## src/rtl/core/lpfd_pkg.sv

```systemverilog
`timescale 1ns / 1ps
`default_nettype none
// ----------------------------------------------------------------------------
// lpfd_pkg: shared types and constants for the length-prefixed frame deframer
// Word codes, result kinds, error codes and header byte positions.
// ----------------------------------------------------------------------------
package lpfd_pkg;

  typedef enum logic {
    OP_DATA  = 1'b0,
    OP_RESET = 1'b1
  } op_t;

  typedef enum logic [1:0] {
    KIND_PAYLOAD = 2'd0,
    KIND_EMPTY   = 2'd1,
    KIND_ERROR   = 2'd2,
    KIND_ABORT   = 2'd3
  } kind_t;

  typedef enum logic [1:0] {
    ERR_LEN_SHORT = 2'd0,
    ERR_LEN_LONG  = 2'd1,
    ERR_FLAGS     = 2'd2,
    ERR_REJECTED  = 2'd3
  } err_t;

  localparam logic [31:0] MAX_LEN_RESET = 32'd65536;
  localparam logic [31:0] MIN_LEN       = 32'd4;   // opcode + flags words

  // Header byte positions (header_count values)
  localparam logic [2:0] HDR_LEN_LAST   = 3'd3;
  localparam logic [2:0] HDR_OP_FIRST   = 3'd4;
  localparam logic [2:0] HDR_OP_LAST    = 3'd5;
  localparam logic [2:0] HDR_FLAGS_LAST = 3'd7;

endpackage
`default_nettype wire

```

## src/rtl/core/lpfd_in_if.sv

```systemverilog
`timescale 1ns / 1ps
`default_nettype none
// ----------------------------------------------------------------------------
// lpfd_in_if: input word channel
// Valid/ready channel carrying one stream byte or a decoder reset.
// ----------------------------------------------------------------------------
interface lpfd_in_if
  import lpfd_pkg::*;
();
  logic       valid;
  logic       ready;
  op_t        op;
  logic [7:0] data_byte;

  modport source (output valid, output op, output data_byte, input ready);
  modport sink   (input valid, input op, input data_byte, output ready);
endinterface
`default_nettype wire

```

## src/rtl/core/lpfd_out_if.sv

```systemverilog
`timescale 1ns / 1ps
`default_nettype none
// ----------------------------------------------------------------------------
// lpfd_out_if: result word channel
// Valid/ready channel carrying payload bytes, markers and errors.
// ----------------------------------------------------------------------------
interface lpfd_out_if
  import lpfd_pkg::*;
();
  logic        valid;
  logic        ready;
  kind_t       kind;
  logic [15:0] frame_opcode;
  logic [7:0]  payload_byte;
  logic        last_of_frame;
  err_t        error_code;

  modport source (output valid, output kind, output frame_opcode, output payload_byte,
                  output last_of_frame, output error_code, input ready);
  modport sink   (input valid, input kind, input frame_opcode, input payload_byte,
                  input last_of_frame, input error_code, output ready);
endinterface
`default_nettype wire

```

## src/rtl/core/length_prefixed_frame_deframer.sv

```systemverilog
`timescale 1ns / 1ps
`default_nettype none
// ----------------------------------------------------------------------------
// length_prefixed_frame_deframer: byte stream to tagged payload words
// Parses [len32 LE][opcode16 LE][flags16 LE][payload] frames, one byte per
// word, and emits payload bytes tagged with the opcode, markers and errors.
// ----------------------------------------------------------------------------
// Output: a result appears on out_ch in the cycle after its input word is taken.
// Throughput: one input word per cycle; the single result register is the
//   only pipeline stage, and in_ch.ready stays high while it is empty or
//   being drained in the same cycle.
// Reset: rst_n is synchronous, active low; clears parser state, rejection,
//   the output valid flag, and restores max_frame_length to 65536.
// ----------------------------------------------------------------------------
module length_prefixed_frame_deframer
  import lpfd_pkg::*;
(
  input  wire         clk,
  input  wire         rst_n,
  lpfd_in_if.sink     in_ch,
  lpfd_out_if.source  out_ch,
  input  wire         cfg_we,
  input  wire  [31:0] cfg_wdata
);

  // --------------------------------------------------------------------------
  // Configuration: frame length limit
  // --------------------------------------------------------------------------
  logic [31:0] max_len_r;

  always_ff @(posedge clk) begin
    if (!rst_n) begin
      max_len_r <= MAX_LEN_RESET;
    end else if (cfg_we) begin
      max_len_r <= cfg_wdata;
    end
  end

  // --------------------------------------------------------------------------
  // Parser state
  // --------------------------------------------------------------------------
  logic        in_payload_r, in_payload_nxt;
  logic [2:0]  hdr_cnt_r,    hdr_cnt_nxt;    // header bytes seen
  logic [31:0] len_r,        len_nxt;
  logic [15:0] opcode_r,     opcode_nxt;
  logic [15:0] flags_r,      flags_nxt;
  logic [31:0] remain_r,     remain_nxt;     // payload bytes still to come
  logic        rejected_r,   rejected_nxt;   // sticky stream rejection

  // Result produced by the current word
  logic        res_valid;
  kind_t       res_kind;
  logic [15:0] res_opcode;
  logic [7:0]  res_byte;
  logic        res_last;
  err_t        res_err;

  // Output register
  logic        out_valid_r;
  kind_t       out_kind_r;
  logic [15:0] out_opcode_r;
  logic [7:0]  out_byte_r;
  logic        out_last_r;
  err_t        out_err_r;

  logic        in_fire;
  logic [31:0] remain_dec;
  logic [31:0] len_body;     // payload length once the header is complete
  logic        mid_frame;

  // Take a word whenever the result register is free or draining now.
  assign in_ch.ready = !out_valid_r || out_ch.ready;
  assign in_fire     = in_ch.valid && in_ch.ready;

  assign remain_dec = remain_r - 32'd1;
  assign len_body   = len_r - MIN_LEN;
  assign mid_frame  = in_payload_r || (hdr_cnt_r != 3'd0);

  // --------------------------------------------------------------------------
  // Next-state and result logic for one word
  // --------------------------------------------------------------------------
  always_comb begin
    in_payload_nxt = in_payload_r;
    hdr_cnt_nxt    = hdr_cnt_r;
    len_nxt        = len_r;
    opcode_nxt     = opcode_r;
    flags_nxt      = flags_r;
    remain_nxt     = remain_r;
    rejected_nxt   = rejected_r;

    res_valid  = 1'b0;
    res_kind   = KIND_PAYLOAD;
    res_opcode = 16'd0;
    res_byte   = 8'd0;
    res_last   = 1'b0;
    res_err    = ERR_LEN_SHORT;

    if (in_ch.op == OP_RESET) begin
      // Decoder reset: clear everything; abort marker if a frame was open
      in_payload_nxt = 1'b0;
      hdr_cnt_nxt    = 3'd0;
      len_nxt        = 32'd0;
      opcode_nxt     = 16'd0;
      flags_nxt      = 16'd0;
      remain_nxt     = 32'd0;
      rejected_nxt   = 1'b0;
      if (mid_frame) begin
        res_valid  = 1'b1;
        res_kind   = KIND_ABORT;
        res_opcode = opcode_r;
      end
    end else if (rejected_r) begin
      res_valid = 1'b1;
      res_kind  = KIND_ERROR;
      res_err   = ERR_REJECTED;
    end else if (in_payload_r) begin
      res_valid  = 1'b1;
      res_kind   = KIND_PAYLOAD;
      res_opcode = opcode_r;
      res_byte   = in_ch.data_byte;
      remain_nxt = remain_dec;
      if (remain_dec == 32'd0) begin
        res_last       = 1'b1;
        in_payload_nxt = 1'b0;
        hdr_cnt_nxt    = 3'd0;
        len_nxt        = 32'd0;
        opcode_nxt     = 16'd0;
        flags_nxt      = 16'd0;
      end
    end else begin
      hdr_cnt_nxt = hdr_cnt_r + 3'd1;
      if (hdr_cnt_r <= HDR_LEN_LAST) begin
        // Length bytes, little endian
        len_nxt[{hdr_cnt_r[1:0], 3'b000} +: 8] =
          len_r[{hdr_cnt_r[1:0], 3'b000} +: 8] | in_ch.data_byte;
        if (hdr_cnt_r == HDR_LEN_LAST) begin
          if ((len_nxt < MIN_LEN) || (len_nxt > max_len_r)) begin
            res_valid      = 1'b1;
            res_kind       = KIND_ERROR;
            res_opcode     = opcode_r;
            res_err        = (len_nxt < MIN_LEN) ? ERR_LEN_SHORT : ERR_LEN_LONG;
            rejected_nxt   = 1'b1;
            in_payload_nxt = 1'b0;
            hdr_cnt_nxt    = 3'd0;
            len_nxt        = 32'd0;
            opcode_nxt     = 16'd0;
            flags_nxt      = 16'd0;
            remain_nxt     = 32'd0;
          end
        end
      end else if (hdr_cnt_r <= HDR_OP_LAST) begin
        // Opcode bytes: position 4 is low byte, 5 is high byte
        opcode_nxt[{hdr_cnt_r[0], 3'b000} +: 8] =
          opcode_r[{hdr_cnt_r[0], 3'b000} +: 8] | in_ch.data_byte;
      end else begin
        // Flags bytes: position 6 is low byte, 7 is high byte
        flags_nxt[{hdr_cnt_r[0], 3'b000} +: 8] =
          flags_r[{hdr_cnt_r[0], 3'b000} +: 8] | in_ch.data_byte;
        if (hdr_cnt_r == HDR_FLAGS_LAST) begin
          hdr_cnt_nxt = 3'd0;
          if (flags_nxt != 16'd0) begin
            res_valid      = 1'b1;
            res_kind       = KIND_ERROR;
            res_opcode     = opcode_r;
            res_err        = ERR_FLAGS;
            rejected_nxt   = 1'b1;
            in_payload_nxt = 1'b0;
            len_nxt        = 32'd0;
            opcode_nxt     = 16'd0;
            flags_nxt      = 16'd0;
            remain_nxt     = 32'd0;
          end else if (len_body == 32'd0) begin
            // Header-only frame: single marker
            res_valid  = 1'b1;
            res_kind   = KIND_EMPTY;
            res_opcode = opcode_r;
            res_last   = 1'b1;
            len_nxt    = 32'd0;
            opcode_nxt = 16'd0;
            flags_nxt  = 16'd0;
            remain_nxt = 32'd0;
          end else begin
            in_payload_nxt = 1'b1;
            remain_nxt     = len_body;
          end
        end
      end
    end
  end

  // --------------------------------------------------------------------------
  // State registers
  // --------------------------------------------------------------------------
  always_ff @(posedge clk) begin
    if (!rst_n) begin
      in_payload_r <= 1'b0;
      hdr_cnt_r    <= 3'd0;
      len_r        <= 32'd0;
      opcode_r     <= 16'd0;
      flags_r      <= 16'd0;
      remain_r     <= 32'd0;
      rejected_r   <= 1'b0;
    end else if (in_fire) begin
      in_payload_r <= in_payload_nxt;
      hdr_cnt_r    <= hdr_cnt_nxt;
      len_r        <= len_nxt;
      opcode_r     <= opcode_nxt;
      flags_r      <= flags_nxt;
      remain_r     <= remain_nxt;
      rejected_r   <= rejected_nxt;
    end
  end

  // --------------------------------------------------------------------------
  // Result register
  // --------------------------------------------------------------------------
  always_ff @(posedge clk) begin
    if (!rst_n) begin
      out_valid_r <= 1'b0;
    end else if (in_fire) begin
      out_valid_r <= res_valid;
    end else if (out_ch.ready) begin
      out_valid_r <= 1'b0;
    end
  end

  always_ff @(posedge clk) begin
    if (in_fire && res_valid) begin
      out_kind_r   <= res_kind;
      out_opcode_r <= res_opcode;
      out_byte_r   <= res_byte;
      out_last_r   <= res_last;
      out_err_r    <= res_err;
    end
  end

  assign out_ch.valid         = out_valid_r;
  assign out_ch.kind          = out_kind_r;
  assign out_ch.frame_opcode  = out_opcode_r;
  assign out_ch.payload_byte  = out_byte_r;
  assign out_ch.last_of_frame = out_last_r;
  assign out_ch.error_code    = out_err_r;

endmodule
`default_nettype wire

```

## src/flat_wrapper.sv

```systemverilog
// flat-port wrapper written by rule: the top's interface ports become plain ports
module length_prefixed_frame_deframer_flat import lpfd_pkg::*;
  (clk, rst_n, cfg_we, cfg_wdata, in_ch_valid, in_ch_op, in_ch_data_byte, in_ch_ready, out_ch_valid, out_ch_kind, out_ch_frame_opcode, out_ch_payload_byte, out_ch_last_of_frame, out_ch_error_code, out_ch_ready);
  lpfd_in_if in_ch_i ();
  lpfd_out_if out_ch_i ();
  input  wire clk;
  input  wire rst_n;
  input  wire cfg_we;
  input  wire  [31:0] cfg_wdata;
  input wire logic [$bits(in_ch_i.valid)-1:0] in_ch_valid;
  input wire logic [$bits(in_ch_i.op)-1:0] in_ch_op;
  input wire logic [$bits(in_ch_i.data_byte)-1:0] in_ch_data_byte;
  output wire logic [$bits(in_ch_i.ready)-1:0] in_ch_ready;
  output wire logic [$bits(out_ch_i.valid)-1:0] out_ch_valid;
  output wire logic [$bits(out_ch_i.kind)-1:0] out_ch_kind;
  output wire logic [$bits(out_ch_i.frame_opcode)-1:0] out_ch_frame_opcode;
  output wire logic [$bits(out_ch_i.payload_byte)-1:0] out_ch_payload_byte;
  output wire logic [$bits(out_ch_i.last_of_frame)-1:0] out_ch_last_of_frame;
  output wire logic [$bits(out_ch_i.error_code)-1:0] out_ch_error_code;
  input wire logic [$bits(out_ch_i.ready)-1:0] out_ch_ready;
  assign in_ch_i.valid = in_ch_valid;
  assign in_ch_i.op = in_ch_op;
  assign in_ch_i.data_byte = in_ch_data_byte;
  assign in_ch_ready = in_ch_i.ready;
  assign out_ch_valid = out_ch_i.valid;
  assign out_ch_kind = out_ch_i.kind;
  assign out_ch_frame_opcode = out_ch_i.frame_opcode;
  assign out_ch_payload_byte = out_ch_i.payload_byte;
  assign out_ch_last_of_frame = out_ch_i.last_of_frame;
  assign out_ch_error_code = out_ch_i.error_code;
  assign out_ch_i.ready = out_ch_ready;
  length_prefixed_frame_deframer u_core (.clk(clk), .rst_n(rst_n), .in_ch(in_ch_i), .out_ch(out_ch_i), .cfg_we(cfg_we), .cfg_wdata(cfg_wdata));
endmodule
```

## config.mk

```make
export PLATFORM = sky130hd
export DESIGN_NAME = length_prefixed_frame_deframer_flat
export DESIGN_NICKNAME = d
export VERILOG_FILES = /design/src/rtl/core/lpfd_pkg.sv /design/src/rtl/core/lpfd_in_if.sv /design/src/rtl/core/lpfd_out_if.sv /design/src/rtl/core/length_prefixed_frame_deframer.sv /design/src/flat_wrapper.sv
export SDC_FILE = /design/constraint.sdc
export NUM_CORES = 1
export LEC_CHECK = 0
export BUFFER_PORTS_ARGS = -buffer_cell sky130_fd_sc_hd__buf_2
export CORE_MARGIN = 5
export CORE_UTILIZATION = 40
export DETAILED_ROUTE_END_ITERATION = 10
export GPL_TIMING_DRIVEN = 0
export PLACE_DENSITY = 0.56
export SKIP_LAST_GASP = 1
export SLEW_MARGIN = 20
export SYNTH_ARGS = -nofsm -noshare
export SYNTH_HDL_FRONTEND = slang
export SYNTH_SLANG_ARGS = --single-unit
```

## constraint.sdc

```tcl
create_clock -name clk -period 6.1 [get_ports clk]
set_input_delay 0.305 -clock clk [delete_from_list [all_inputs] [get_ports clk]]
set_output_delay 0.305 -clock clk [all_outputs]
set_load 0.02 [all_outputs]
```

# Word level (Yosys, flattened, before mapping)
# Index checks and enable logic that the tools add are counted.
# totals
in_bits,46
ff_bits,163
word_cells,183
# classes
n_reduce_logical,23
n_lt_le_gt_ge,4
muxes,118
n_eq_ne,7
shifts,8
addsub,5
bitwise,4
# ops
op,count
$mux 32,21
$mux 16,30
$logic_not 32->1,2
$mux 1,37
$mux 2,18
$bwmux 16,2
$bwmux 32,1
$gt 32x32->1,1
$lt 32x3->1 const B,1
$shift 8x7->32 const A,1
$shiftx 16x5->8,2
$shiftx 32x6->8,1
$shiftx 8x6->16,2
$shiftx 8x7->32,1
$sub 32x1->32 const B,1
$sub 32x3->32 const B,1
$mux 3,9
$or 8x8->8,3
$reduce_and 6->1,3
$reduce_bool 16->1,1
$shift 8x6->16 const A,1
$reduce_bool 5->1,2
$ne 4x3->1 const B,2
$neg 5->7,1
22 further kinds,25

# Longest topological paths before layout
# logic_depth
word_depth,13
depth_mapped,19

# Worst setup path before layout
# No wires, ideal clock.
# synth_path
path_kind,register -> register
start,register u_core.hdr_cnt_r[1]
end,"register u_core.out_err_r[0], in the netlist u_core.out_ch.error_code[0], enable pin"
required_ns,5.649
arrival_time_ns,5.582
path_stages_with_launch,18
setup_slack_ns,0.066
setup_time_ns,0.451
cell_sequence,dfxtp_1 buf_2 inv_1 clkbuf_1 ha_1 nand4bb_1 clkbuf_1 a21oi_1 or2_2 ha_1 and4_1 and3_1 o211ai_1 a22o_1 a2bb2oi_1 o21ai_0 and3_1 nor3_1
# synth_via
elab_chain_cells,13
# synth_rtl
element,line,source
start: declaration,length_prefixed_frame_deframer.sv:43,"logic [2:0] hdr_cnt_r, hdr_cnt_nxt;"
start signal: assignment,length_prefixed_frame_deframer.sv:205,hdr_cnt_r <= hdr_cnt_nxt;
$shiftx 32x6->8,length_prefixed_frame_deframer.sv:135,"len_r[{hdr_cnt_r[1:0], 3'b000} +: 8] | in_ch.data_byte;"
$or 8x8->8,length_prefixed_frame_deframer.sv:135,
$shiftx 8x7->32,length_prefixed_frame_deframer.sv:134,"len_nxt[{hdr_cnt_r[1:0], 3'b000} +: 8] ="
$bwmux 32,length_prefixed_frame_deframer.sv:134,
$lt 32x3->1 or $gt 32x32->1 (tied branches),length_prefixed_frame_deframer.sv:137,if ((len_nxt < MIN_LEN) || (len_nxt > max_len_r)) begin
$logic_or 1x1->1,length_prefixed_frame_deframer.sv:137,
$mux 1,length_prefixed_frame_deframer.sv:137,
$mux 1,length_prefixed_frame_deframer.sv:136,if (hdr_cnt_r == HDR_LEN_LAST) begin
$mux 1,length_prefixed_frame_deframer.sv:132,if (hdr_cnt_r <= HDR_LEN_LAST) begin
$mux 1,length_prefixed_frame_deframer.sv:116,end else if (in_payload_r) begin
$mux 1,length_prefixed_frame_deframer.sv:112,end else if (rejected_r) begin
$mux 1 *,length_prefixed_frame_deframer.sv:98,if (in_ch.op == OP_RESET) begin
$logic_and 1x1->1 *,length_prefixed_frame_deframer.sv:228,if (in_fire && res_valid) begin
end signal: assignment,length_prefixed_frame_deframer.sv:233,out_err_r <= res_err;
end: declaration,length_prefixed_frame_deframer.sv:64,err_t out_err_r;
# Every way passes the cells marked *; elsewhere a longest branch is shown, timed or not.
# A chain may end at the register's enable or synchronous reset.

# Final worst setup path
# layout_path
start,register u_core.hdr_cnt_r[1]
end,register u_core.opcode_r[5]
# layout_via
elab_chain_cells,8
# layout_rtl
element,line,source
$shiftx 32x6->8,length_prefixed_frame_deframer.sv:135,
$or 8x8->8,length_prefixed_frame_deframer.sv:135,
$shiftx 8x7->32,length_prefixed_frame_deframer.sv:134,
$bwmux 32,length_prefixed_frame_deframer.sv:134,
$lt 32x3->1 or $gt 32x32->1 (tied branches),length_prefixed_frame_deframer.sv:137,
$logic_or 1x1->1,length_prefixed_frame_deframer.sv:137,
$ne 4x3->1 (no source line),-,
$reduce_and 7->1 (no source line),-,
end signal: assignment,length_prefixed_frame_deframer.sv:207,opcode_r <= opcode_nxt;
end: declaration,length_prefixed_frame_deframer.sv:45,"logic [15:0] opcode_r, opcode_nxt;"
# Several ways; a longest one is shown, not always the timed one. The select of a mux whose other input is x is not followed.

==> run summary <==
Counting flops with a built-in enable in the synthesized netlist gives 29. The number of CTS-inserted buffers came out at 17. The buffer levels on the longest clock path came out at 2. The insertion delay of the later-clocked pin in the worst-skew pair came out at roughly 0.45 ns. The core region is 25250 µm². Yosys attributes the largest share of cell area to dfxtp_1, edfxtp_1, ha_1. The number of inserted filler cells in the final layout is between 2k and 3k. The maximum fanout along the worst path came out at 12. At the pin with the least slew margin, the transition time is 0.8415 ns. The worst IR drop on VDD is 0.1238 mV.

The number of iterations in the first detailed-routing pass is 9. The synthesized cell area came out at 10290 µm². In the synthesized netlist the async set-or-reset flop fraction comes to 0%.

The flow ran to the end, and the final reports show no timing, DRC or antenna violations. The number of global-route vias before repair came out at ~9.5k. The starting density of the core came out at 40.74%. The HPWL after detailed placement is between 20000 and 30000 µm. In this run the mean area of a mapped cell was 8.317 µm².

The synthesized design contains 163 register bits. The final wirelength came out at 36610 µm. The tightest min-delay check is of the in -> reg type. The die extent in x came out at 170.4 µm. The arrival time of the worst setup path is 6.27 ns.

Summing the sequential cell areas from Yosys gives 34.54% of the chip area. The minimum hold slack came out at 0.07875 ns. At the end of the flow, the number of nets in the layout was 1422.

The largest net degree at the start of global routing is 22. The initial antenna violation count came out at 0. The number of endpoints with negative hold slack in the final report came out at 0. The number of antenna diodes in the final layout is 0. Of the post-synthesis cell area, the dominant cell type holds 26.07%. The floorplan row count is between 50 and 60.

The number of endpoints failing setup at the final stage came out at 0. Relative to the synthesized area, the layout overhead comes to 14.69%. The number of nets with antenna violations after routing came out at 0. The number of pins exceeding their max-slew limit in the final report is 0. The number of input and output port buffers inserted came out at just over 70.

The distinct cell type count after synthesis came out at 84. The cell count after synthesis came out at 1237. The final weighted congestion of routability-driven global placement is just over 1.

The type of the worst setup path is reg -> reg. The clock sink count is 163. Clock-pin slew was measured on the worst setup and hold paths at 0.08 ns. For this design the ratio of total power to cell area is 241.3 nW/µm². TritonCTS built the clock tree.

STA puts the critical path data required time at 6.45 ns. The overall fraction of global-route tracks in use is 24.85%. The worst setup path is captured at a flip-flop. The leakage power is 4.700 nW. For this run the aggregate overflow at the end of global routing stands at 0. Setup repair after global routing could not meet its margin everywhere. The y dimension of the die is approximately 170 µm.

The post-synthesis net count came out at roughly 1.3k. The total die area came out at 29030 µm². The clock tree synthesis step divided the H-tree into 4 levels. The detailed-route DRC error count is 0. The final critical delay including setup and external delays is 5.922 ns. The detail-routed net length per standard cell came out at 21.86 µm. The maximum clock frequency came out at 0.1688 GHz.

The wire length of the first global-routing pass is 56300 µm. In the synthesized netlist the dominant register cell turns out to be dfxtp_1. The worst setup path is launched from a flip-flop.

Detailed routing inserted a total of 10.13k vias. The post-route clock skew came out at between 0.015 and 0.02 ns. The worst max-slew margin expressed relative to the limit came out at 43.31%. The total of hold buffers inserted after clock tree synthesis is 0. The Yosys step of the flow raised 0 warnings. The final worst-path cycle share is 97.09%.

The mean number of vias per cell is around 6. The fraction of layout cells with a size suffix above 1 came out at between 10 and 15%. The CTS root buffer is clkbuf_16. The boundary pin count is 77. The reported max-cap violation count came out at 0. The starting DRC count in detailed routing is ~930. The most common cell in the synthesized netlist is dfxtp_1. The commonest cells after synthesis are dfxtp_1, nor2_1, clkbuf_1, o21ai_0, nand2_1.

The largest total area in the synthesized netlist belongs to dfxtp_1. At the end of the flow the core is filled with cells to 46.73%.
power breakdown:
group | leakage (nW) | switching, W | internal (W)
clock network | 0.307 | 0.000595 | 0.000575
registers | 1.37 | 0.0000203 | 0.00113
logic | 3.03 | 0.000344 | 0.000187
total | 4.70 | 0.000959 | 0.00189
critical path, cell delays in order, from the launching register on:
cell	delay (ns)
dfxtp_1	0.53
buf_2	0.32
inv_1	0.08
clkbuf_1	0.30
ha_1	0.53
nor3b_1	0.67
o21ai_0	0.23
a21oi_1	0.43
ha_1	0.21
nand2_1	0.07
o211ai_1	0.17
o211ai_1	0.13
a22o_1	0.23
a2bb2oi_2	0.37
a211oi_4	0.21
a211oi_4	0.40
buf_2	0.32
nand3_1	0.35
o2111a_1	0.24
state kept, by name (all words and copies together), names as in the netlist, 2 cells and up:
register and cells:
u_core.opcode_r 16, u_core.max_len_r 32, u_core.out_ch.frame_opcode 16, u_core.flags_r 16, u_core.out_ch.error_code 2, u_core.len_r 32
u_core.out_ch.payload_byte 8, u_core.out_ch.kind 2, u_core.hdr_cnt_r 3, u_core.remain_r 32
logic make-up (layout without fill, tap and decap cells):
kind of cell | count (synthesis) | after routing | synth area share [%]
AND/OR/NAND/NOR | 458 | 458 | 24.09
flip-flops | 163 | 163 | 34.54
buffers and inverters | 161 | 269 | 6.251
multiplexers | 36 | 36 | 3.539
AO/OA/AOI/OAI | 341 | 341 | 23.34
adder cells (fa/ha/maj) | 44 | 44 | 5.351
XOR/XNOR | 34 | 34 | 2.894
cell type report:
cell class	count	area [µm²]	share of cell area [%]
multi-input combinational	913	6140	52.03
sequential	163	3553	30.11
clock buffer	17	425.4	3.605
buffer	102	425.4	3.605
timing repair buffer	78	412.9	3.499
tap	330	412.9	3.499
clock inverter	15	216.5	1.834
inverter	57	214.0	1.813
path summary, 6_finish.rpt:
check	start	to	slack, ns	depth (start not counted)
setup / recovery	u_core.hdr_cnt_r[1]	u_core.opcode_r[5]	0.18	18
hold / removal	cfg_wdata[16]	u_core.max_len_r[16]	0.08	3
setup reg to reg	u_core.hdr_cnt_r[1]	u_core.opcode_r[5]	0.18	18
hold reg to reg	u_core.opcode_r[14]	u_core.opcode_r[14]	0.49	1
per-stage QoR:
step                      total power [W]  worst slack (ns)  instances  TNS, ns  area (µm²)
after global placement           0.001681            -2.174       1639   -94.70       11060
after floorplan                  0.001523           0.06641       1237        0       10290
after CTS                        0.002844          0.007198       1675        0       11770
after detailed placement         0.001687           -0.6465       1642   -23.30       11100
final                            0.002848            0.1775       1675        0       11800
after global routing             0.002949          -0.08886       1675   -1.609       11800
metal layers:
metal	vias to the layer above	part of all wire [%]	GRT usage, %
li1	4800	-	-
met1	4875	45	34.85
met2	393	46	39.92
met3	62	6.2	2.973
met4	0	2.8	8.090
met5	-	0	0
timing repair:
item	4_1_cts	5_1_grt
setup endpoints to repair	97	115
buffers inserted	1	2
gates resized for setup	4	10
pin swaps	1	2
cell usage in the layout, fill, tap and decap left out, types with 27 or more instances in the layout:
cell type,n
a21oi_1,68
buf_2,85
clkbuf_1,79
dfxtp_1,134
edfxtp_1,29
ha_1,44
inv_1,57
mux2i_1,33
nand2_1,80
nand3_1,65
nor2_1,94
nor3_1,27
nor4_1,29
o21ai_0,82
(Power assumes the default switching activity.)
